--- src/design/assert_macros.svh ---
// Assertion macros used by the controller (aed_ctrl).
`ifndef ASSERT_MACROS_SVH
`define ASSERT_MACROS_SVH

// Checks a property on the rising clock edge, disabled while reset is high.
`define ASSERT_CLK(lbl, clk, rst, prop, msg) \
   lbl: assert property (@(posedge clk) disable iff (rst) (prop)) else $error(msg);

// Checks that a condition holds in the cycle after each cycle in which a trigger holds.
`define ASSERT_NEXT(lbl, clk, rst, trig, cond, msg) \
   lbl: assert property (@(posedge clk) disable iff (rst) (trig) |=> (cond)) else $error(msg);

`endif

--- src/design/aed_pkg.sv ---
// Package with constants and command types of the AM envelope demodulator.
package aed_pkg;

   localparam logic [15:0] POLE_Q16       = 16'd62915;
   localparam logic [15:0] PEAK_RESET     = 16'd655;
   localparam logic [15:0] LEVEL_MAX      = 16'hFFFF;
   localparam logic [21:0] W_MAX          = 22'h1FFFFF;
   localparam logic [15:0] THRESH_RESET   = 16'd328;
   localparam logic [15:0] DECAY_RESET    = 16'd65208;
   localparam logic [7:0]  HANG_RESET     = 8'd4;
   localparam logic [37:0] ROUND_HALF     = 38'd32768;
   localparam logic signed [23:0] AUDIO_MAX = 24'sd65536;
   localparam logic signed [23:0] AUDIO_MIN = -24'sd65536;

   localparam logic [1:0] REG_THRESHOLD = 2'd0;
   localparam logic [1:0] REG_DECAY     = 2'd1;
   localparam logic [1:0] REG_HANG      = 2'd2;

   typedef struct packed {
      logic take;
      logic square;
      logic load_rad;
      logic root_step;
      logic peak;
      logic decay;
      logic div_step;
      logic filt_mul;
      logic finish;
   } cmd_type;

endpackage

--- src/design/am_envelope_demod_agc.sv ---
// Top level of the AM envelope demodulator with hang AGC and its register port.
//
// Each input transfer carries one complex sample (req_in_phase, req_quadrature)
// and a flag req_last_of_block. The block returns exactly one rsp_audio
// transfer per sample, in order. A transfer happens at a clock edge where
// valid is high and stall is low.
// One sample is processed at a time: the input is stalled from the accepting
// edge until the result is placed in the output register, and a new sample can
// be taken in the cycle after that. The processing time is set by the
// 16-step square root and the 16-step restoring division, both one bit a cycle.
// If the receiver stalls, the finished result waits in the output register and
// a further sample is still taken and worked on; it completes only once the
// output register is free.
// Registers agc_threshold, decay_factor and hang_blocks lie at byte addresses
// 0, 4 and 8; users must write them only while the block is idle (unchecked).
// Synchronous reset restores register defaults, the peak level of 0.02,
// a zero hang count and a zero filter state.
module am_envelope_demod_agc
   import aed_pkg::*;
(
   input  logic               clock,
   input  logic               reset,
   input  logic               req_valid,
   output logic               req_stall,
   input  logic signed [15:0] req_in_phase,
   input  logic signed [15:0] req_quadrature,
   input  logic               req_last_of_block,
   output logic               rsp_valid,
   input  logic               rsp_stall,
   output logic signed [17:0] rsp_audio,
   input  logic               psel,
   input  logic               penable,
   input  logic               pwrite,
   input  logic [3:0]         paddr,
   input  logic [31:0]        pwdata,
   output logic [31:0]        prdata,
   output logic               pready
);

   logic [15:0] thresh_ff;
   logic [15:0] decay_ff;
   logic [7:0]  hang_ff;
   logic        wr_en;
   cmd_type     cmd;

   assign pready = 1'b1;
   assign wr_en  = psel && penable && pwrite;

   always_ff @(posedge clock) begin
      if (reset) begin
         thresh_ff <= THRESH_RESET;
         decay_ff  <= DECAY_RESET;
         hang_ff   <= HANG_RESET;
      end else if (wr_en && (paddr[1:0] == 2'b00)) begin
         unique case (paddr[3:2])
            REG_THRESHOLD: thresh_ff <= pwdata[15:0];
            REG_DECAY:     decay_ff  <= pwdata[15:0];
            REG_HANG:      hang_ff   <= pwdata[7:0];
            default: begin
            end
         endcase
      end
   end

   always_comb begin
      unique case (paddr[3:2])
         REG_THRESHOLD: prdata = {16'd0, thresh_ff};
         REG_DECAY:     prdata = {16'd0, decay_ff};
         REG_HANG:      prdata = {24'd0, hang_ff};
         default:       prdata = 32'd0;
      endcase
   end

   aed_ctrl u_ctrl (
      .clock     (clock),
      .reset     (reset),
      .req_valid (req_valid),
      .req_stall (req_stall),
      .rsp_valid (rsp_valid),
      .rsp_stall (rsp_stall),
      .cmd       (cmd)
   );

   aed_datapath u_datapath (
      .clock             (clock),
      .reset             (reset),
      .cmd               (cmd),
      .req_in_phase      (req_in_phase),
      .req_quadrature    (req_quadrature),
      .req_last_of_block (req_last_of_block),
      .agc_threshold     (thresh_ff),
      .decay_factor      (decay_ff),
      .hang_blocks       (hang_ff),
      .rsp_audio         (rsp_audio)
   );

endmodule

--- src/design/aed_datapath.sv ---
// Datapath: squares, square root, peak tracker, division and DC-blocking filter.
module aed_datapath
   import aed_pkg::*;
(
   input  logic               clock,
   input  logic               reset,
   input  cmd_type            cmd,
   input  logic signed [15:0] req_in_phase,
   input  logic signed [15:0] req_quadrature,
   input  logic               req_last_of_block,
   input  logic [15:0]        agc_threshold,
   input  logic [15:0]        decay_factor,
   input  logic [7:0]         hang_blocks,
   output logic signed [17:0] rsp_audio
);

   logic signed [15:0] i_ff, q_ff;
   logic               last_ff;
   logic [30:0]        ii_ff, qq_ff;
   logic [31:0]        rad_ff;
   logic [16:0]        rem_ff;
   logic [15:0]        root_ff;
   logic [15:0]        peak_ff;
   logic [7:0]         hang_ff;
   logic [15:0]        div_ff;
   logic               sat_ff;
   logic [15:0]        drem_ff;
   logic [15:0]        quo_ff;
   logic [37:0]        fprod_ff;
   logic [21:0]        prev_ff;
   logic signed [17:0] audio_ff;

   logic signed [31:0] sq_i, sq_q;
   logic [18:0]        rem_t, trial, rem_d;
   logic [15:0]        pk, thr, div_in;
   logic [31:0]        decay_prod;
   logic [16:0]        r2, r2_d;
   logic [15:0]        level;
   logic [22:0]        w;
   logic [21:0]        w_sat;
   logic signed [23:0] diff;
   logic signed [17:0] audio_in;

   always_comb begin
      sq_i       = i_ff * i_ff;
      sq_q       = q_ff * q_ff;
      rem_t      = {rem_ff, rad_ff[31:30]};
      trial      = {1'b0, root_ff, 2'b01};
      rem_d      = rem_t - trial;
      pk         = (peak_ff < root_ff) ? root_ff : peak_ff;
      thr        = (agc_threshold == 16'd0) ? 16'd1 : agc_threshold;
      div_in     = (pk > thr) ? pk : thr;
      decay_prod = peak_ff * decay_factor;
      r2         = {drem_ff, 1'b0};
      r2_d       = r2 - {1'b0, div_ff};
      level      = sat_ff ? LEVEL_MAX : quo_ff;
      w          = {7'd0, level} + {1'b0, fprod_ff[37:16]};
      w_sat      = (w > {1'b0, W_MAX}) ? W_MAX : w[21:0];
      diff       = $signed({2'b00, w_sat}) - $signed({2'b00, prev_ff});
      if (diff > AUDIO_MAX) begin
         audio_in = AUDIO_MAX[17:0];
      end else if (diff < AUDIO_MIN) begin
         audio_in = AUDIO_MIN[17:0];
      end else begin
         audio_in = diff[17:0];
      end
   end

   always_ff @(posedge clock) begin
      if (reset) begin
         peak_ff <= PEAK_RESET;
         hang_ff <= 8'd0;
         prev_ff <= 22'd0;
      end else begin
         if (cmd.peak && (peak_ff < root_ff)) begin
            peak_ff <= root_ff;
            hang_ff <= hang_blocks;
         end
         if (cmd.decay && (hang_ff == 8'd0)) begin
            peak_ff <= decay_prod[31:16];
         end
         if (cmd.finish) begin
            prev_ff <= w_sat;
            if (last_ff && (hang_ff != 8'd0)) begin
               hang_ff <= hang_ff - 8'd1;
            end
         end
      end
   end

   always_ff @(posedge clock) begin
      if (cmd.take) begin
         i_ff    <= req_in_phase;
         q_ff    <= req_quadrature;
         last_ff <= req_last_of_block;
      end
      if (cmd.square) begin
         ii_ff <= sq_i[30:0];
         qq_ff <= sq_q[30:0];
      end
      if (cmd.load_rad) begin
         rad_ff  <= {1'b0, ii_ff} + {1'b0, qq_ff};
         rem_ff  <= 17'd0;
         root_ff <= 16'd0;
      end
      if (cmd.root_step) begin
         rad_ff <= {rad_ff[29:0], 2'b00};
         if (rem_t >= trial) begin
            rem_ff  <= rem_d[16:0];
            root_ff <= {root_ff[14:0], 1'b1};
         end else begin
            rem_ff  <= rem_t[16:0];
            root_ff <= {root_ff[14:0], 1'b0};
         end
      end
      if (cmd.peak) begin
         div_ff  <= div_in;
         sat_ff  <= (root_ff >= div_in);
         drem_ff <= root_ff;
         quo_ff  <= 16'd0;
      end
      if (cmd.div_step) begin
         if (r2 >= {1'b0, div_ff}) begin
            drem_ff <= r2_d[15:0];
            quo_ff  <= {quo_ff[14:0], 1'b1};
         end else begin
            drem_ff <= r2[15:0];
            quo_ff  <= {quo_ff[14:0], 1'b0};
         end
      end
      if (cmd.filt_mul) begin
         fprod_ff <= ({16'd0, prev_ff} * {22'd0, POLE_Q16}) + ROUND_HALF;
      end
      if (cmd.finish) begin
         audio_ff <= audio_in;
      end
   end

   assign rsp_audio = audio_ff;

endmodule

--- src/design/aed_ctrl.sv ---
// Controller state machine that sequences the datapath for one sample at a time.
module aed_ctrl
   import aed_pkg::*;
(
   input  logic    clock,
   input  logic    reset,
   input  logic    req_valid,
   output logic    req_stall,
   output logic    rsp_valid,
   input  logic    rsp_stall,
   output cmd_type cmd
);

   `include "assert_macros.svh"

   typedef enum logic [3:0] {
      ST_IDLE, ST_SQR, ST_LOAD, ST_ROOT, ST_PEAK, ST_DECAY, ST_DIV, ST_FILT, ST_DONE
   } state_type;

   state_type  state_ff;
   logic [3:0] cnt_ff;
   logic       rsp_valid_ff;
   logic       out_free;

   assign out_free  = !rsp_valid_ff || !rsp_stall;
   assign req_stall = (state_ff != ST_IDLE);
   assign rsp_valid = rsp_valid_ff;

   always_comb begin
      cmd           = '0;
      cmd.take      = (state_ff == ST_IDLE) && req_valid;
      cmd.square    = (state_ff == ST_SQR);
      cmd.load_rad  = (state_ff == ST_LOAD);
      cmd.root_step = (state_ff == ST_ROOT);
      cmd.peak      = (state_ff == ST_PEAK);
      cmd.decay     = (state_ff == ST_DECAY);
      cmd.div_step  = (state_ff == ST_DIV);
      cmd.filt_mul  = (state_ff == ST_FILT);
      cmd.finish    = (state_ff == ST_DONE) && out_free;
   end

   always_ff @(posedge clock) begin
      if (reset) begin
         state_ff     <= ST_IDLE;
         cnt_ff       <= 4'd0;
         rsp_valid_ff <= 1'b0;
      end else begin
         if ((state_ff == ST_DONE) && out_free) begin
            rsp_valid_ff <= 1'b1;
         end else if (rsp_valid_ff && !rsp_stall) begin
            rsp_valid_ff <= 1'b0;
         end
         unique case (state_ff)
            ST_IDLE: begin
               if (req_valid) begin
                  state_ff <= ST_SQR;
               end
            end
            ST_SQR: begin
               state_ff <= ST_LOAD;
            end
            ST_LOAD: begin
               cnt_ff   <= 4'd0;
               state_ff <= ST_ROOT;
            end
            ST_ROOT: begin
               cnt_ff <= cnt_ff + 4'd1;
               if (cnt_ff == 4'd15) begin
                  state_ff <= ST_PEAK;
               end
            end
            ST_PEAK: begin
               state_ff <= ST_DECAY;
            end
            ST_DECAY: begin
               cnt_ff   <= 4'd0;
               state_ff <= ST_DIV;
            end
            ST_DIV: begin
               cnt_ff <= cnt_ff + 4'd1;
               if (cnt_ff == 4'd15) begin
                  state_ff <= ST_FILT;
               end
            end
            ST_FILT: begin
               state_ff <= ST_DONE;
            end
            ST_DONE: begin
               if (out_free) begin
                  state_ff <= ST_IDLE;
               end
            end
            default: begin
               state_ff <= ST_IDLE;
            end
         endcase
      end
   end

   `ASSERT_NEXT(a_accept_busy, clock, reset, req_valid && !req_stall, req_stall, "accept did not start work")
   `ASSERT_NEXT(a_rsp_hold, clock, reset, rsp_valid && rsp_stall, rsp_valid, "stalled result was dropped")
   `ASSERT_NEXT(a_done_wait, clock, reset, (state_ff == ST_DONE) && !out_free, state_ff == ST_DONE, "result overwrote a waiting transfer")
   `ASSERT_CLK(a_finish_free, clock, reset, cmd.finish |-> out_free, "finish while output is occupied")

endmodule

--- config.mk ---
export PLATFORM = sky130hd
export DESIGN_NAME = am_envelope_demod_agc
export DESIGN_NICKNAME = d
export VERILOG_FILES = /design/src/design/aed_pkg.sv /design/src/design/am_envelope_demod_agc.sv /design/src/design/aed_datapath.sv /design/src/design/aed_ctrl.sv
export VERILOG_INCLUDE_DIRS = /design/src /design/src/design
export SDC_FILE = /design/constraint.sdc
export NUM_CORES = 2
export LEC_CHECK = 0
export BUFFER_PORTS_ARGS = -buffer_cell sky130_fd_sc_hd__buf_2
export CAP_MARGIN = 20
export CELL_PAD_IN_SITES_DETAIL_PLACEMENT = 1
export CELL_PAD_IN_SITES_GLOBAL_PLACEMENT = 1
export CORE_MARGIN = 10
export CORE_UTILIZATION = 45
export CTS_CLUSTER_DIAMETER = 80
export DETAILED_ROUTE_END_ITERATION = 12
export GPL_ROUTABILITY_DRIVEN = 0
export PLACE_DENSITY = 0.84
export SYNTH_ARGS = -nofsm -noshare
export SYNTH_HDL_FRONTEND = slang
export SYNTH_SLANG_ARGS = --single-unit
export TNS_END_PERCENT = 30
--- constraint.sdc ---
create_clock -name clock -period 11.6 [get_ports clock]
set_input_delay 2.32 -clock clock [delete_from_list [all_inputs] [get_ports clock]]
set_output_delay 2.32 -clock clock [all_outputs]
set_load 0.01 [all_outputs]
==> impl_results.md <==
- Final setup TNS: 0 ns
- Post-DP HPWL: 113,000 um
- Highest Clock Rate: 121 MHz
- Post-CTS setup buffer count: 0
- FF-to-FF path depth: 31
- Max cap viols: 0
- RSZ-0062 raised after global routing: no
- Global-route wire length before repair: between 200,000 and 250,000 um
- Clock buffer depth: 3
- Crit path max-delay cell type: dfxtp_1
- # rows: 123
- Setup violations, final: 0
- Total grt overflow: 0
- Die footprint: 127,000 um^2
- Maximum level of the CTS H-tree: 2
- Post-synth top area share: 0.316
- Setup crit start kind: flip-flop
- Post-route ant nets: 0
- Slew HR: 0.227
- Via density per instance: 5.50
- Post-synth top cells: inv_1 (1,136), fa_1 (805), ha_1 (586)
- Predominant post-synthesis flop cell: edfxtp_1
- Hold slack: 0.456 ns
- Drt drc: 0
- Die height: roughly 360 um
- FFs w/ async S/R, synth: 0
- Cell Area, Synth: roughly 51,000 um^2
- Root Buffer: clkbuf_16
- Clock sinks: 342
- GRT Total Usage: 0.227
- Worst EP required: 11.99 ns
- Initial antenna violation count: 3
- Synth top area cells: fa_1 (32%), edfxtp_1 (14%), ha_1 (14%), inv_1 (8.4%), dfxtp_1 (3.8%)
- Sequential area share after synthesis: 0.183
- Clk_lat worst skew: 0.66 ns
- Critical-path maximum fanout: 32
- Synth Instances: 5,284
- Synth area leader: fa_1
- DRT Pass-1 Iters: 6
- Worst Tran Pin Value: 1.16 ns
- Die X: between 300 and 400 um
- Vias: roughly 38,000
- Number of synthesized flops with an enable pin: approximately 250
- Initial DRC count: 1,905
- Min Tclk post-route: 8.27 ns
- Avg Inst Size Synth: 9.64 um^2
- Top-count cell post-synth: inv_1
- Core Box Area: 112,000 um^2
- Post-synthesis sequential element count: 342
- TritonCTS clock tree: done
- CP Data Arrival Time: 8.66 ns
- CTS Buf Count: 48
- PortBufs: 95
- CP Capture Type: flip-flop
- Vias in the first global route: 43,600
- Post-CTS Hold Fix Bufs: 0
- Synth unique cells: 92
- Ys Warns: 0
- Nets: 6,769
- Hold Path Origin: u_datapath.rad_ff[1]
- Initial Util: 0.453
- Hold path cells: 2
- Area Growth Syn to Fin: 7.23%
- Hold Vio Cnt, Final: 0
- Clk slew on worst S/H paths: 0.07 ns
- Post-CTS sizing: 0
- Routed wire length: between 100,000 and 150,000 um
- Largest net degree at the start of global routing: 97
- Layout cells sized above 1: 0.0580
- Largest stage delay, worst path: approximately 0.87 ns
- Buf+Inv Stages, Crit Path: 1
- Critical R2R Capture: u_datapath.sat_ff
- Kind of critical path: flip-flop to flip-flop
- Slew Limit Fails: 0
- Setup Skew: 0.0507 ns
- Boundary Pins: 129
- Crit-path leading delay family: compound AO/OA/AOI/OAI gates
- Wirelength per Cell: roughly 21 um
- HP Class: flip-flop to flip-flop
- Outcome: complete, no violations
- Crit share post-route: 0.713
- R2R Setup Slk: ~3.3 ns
- Worst R2R Start: u_datapath.peak_ff[1]
- WHS Endpoint: u_datapath.rad_ff[1]
==> per-layer routing <==
metal,global-route usage,vias up,share of wire
met3,0.0243,359,0.038
met2,0.423,849,0.53
met1,0.262,19600,0.39
met5,0,-,0
li1,-,16800,-
met4,0.0898,0,0.039
==> worst reg2reg max path, delay by kind of cell (launching register included) <==
kind                     cells  cell delay, ns
AND/OR/NAND/NOR              4            0.86
AO/OA/AOI/OAI               22            4.46
flip-flops                   1            0.87
adder cells (fa/ha/maj)      3            1.00
buffers and inverters        1            0.40
multiplexers                 1            0.42
==> sequential cells by signal (all words and copies together), names as in the netlist, 8 cells and up <==
| name | cells |
|---|---|
| u_datapath.fprod_ff | 22 |
| u_datapath.rad_ff | 32 |
| u_datapath.hang_ff | 8 |
| u_datapath.ii_ff | 30 |
| hang_ff | 8 |
| decay_ff | 16 |
| u_datapath.rsp_audio | 18 |
| u_datapath.div_ff | 16 |
| u_datapath.drem_ff | 16 |
| u_datapath.qq_ff | 30 |
| u_datapath.i_ff | 16 |
| u_datapath.rem_ff | 17 |
| u_datapath.root_ff | 16 |
| u_datapath.prev_ff | 22 |
| thresh_ff | 16 |
| u_datapath.q_ff | 16 |
| u_datapath.peak_ff | 16 |
| u_datapath.quo_ff | 16 |
==> cell type report <==
class	count	area [um^2]
diodes	2	5.00
clock buffers	61	1340
clock inverters	29	348
fillers	12700	57900
inverters	1138	4270
multi-input cells	3637	36700
flip-flops and latches	342	9300
well taps	1500	1880
repair buffers	135	798
==> kinds of logic (layout without fill, tap and decap cells) <==
logic type,count (synthesis),after routing,synth area share
mux,80,80,0.0163
other cells,2,20,0.000147
flops,342,342,0.183
xor+xnor,195,195,0.0335
simple gates,1264,1264,0.118
compound gates,689,689,0.0899
buf+inv,1321,1363,0.0993
fa+ha+maj,1391,1391,0.460
==> stage by stage <==
step / area [um^2] / worst slack (ns) / cells / util
detailed placement: 52900 / 3.65 / 6751 / 0.470
global route: 54600 / 2.99 / 6842 / 0.485
finish: 54600 / 3.33 / 6844 / 0.485
CTS: 54600 / 3.47 / 6841 / 0.485
global placement: 52900 / 4.03 / 6751 / 0.470
floorplan: 51000 / 5.17 / 5300 / -
==> worst max path at each step <==
stage / from / endpoint / slack [ns] / depth (start not counted)
floorplan: u_datapath.q_ff[1] / u_datapath.qq_ff[30] / 5.17 / 22
global placement: u_datapath.peak_ff[1] / u_datapath.sat_ff / 4.03 / 31
detailed placement: u_datapath.peak_ff[13] / u_datapath.sat_ff / 3.65 / 29
CTS: u_datapath.peak_ff[13] / u_datapath.sat_ff / 3.47 / 29
global route: u_datapath.sat_ff / u_datapath.rsp_audio[7] / 2.99 / 23
finish: u_datapath.peak_ff[1] / u_datapath.sat_ff / 3.33 / 31
==> cells in the final DEF (no fill, tap or decap), drive strengths merged, types with 29 or more instances in the layout <==
cell / Yosys / routed
nor2: 231 / 231
nand3: 39 / 39
a211oi: 33 / 33
a31oi: 29 / 29
dfxtp: 97 / 97
nor2b: 37 / 37
xor2: 67 / 67
and2: 189 / 189
mux2i: 60 / 60
buf: 29 / 135
nor3: 66 / 66
inv: 1138 / 1144
nand2: 506 / 506
a21oi: 188 / 188
clkbuf: 154 / 61
o21a: 38 / 38
fa: 805 / 805
edfxtp: 245 / 245
ha: 586 / 586
nand2b: 39 / 39
and3: 36 / 36
or2: 35 / 35
xnor2: 128 / 128
o21ai: 144 / 144
a21o: 78 / 78
Power is not shown: default switching activity piles up to over one toggle a cycle in this logic, so the estimate is an artifact.
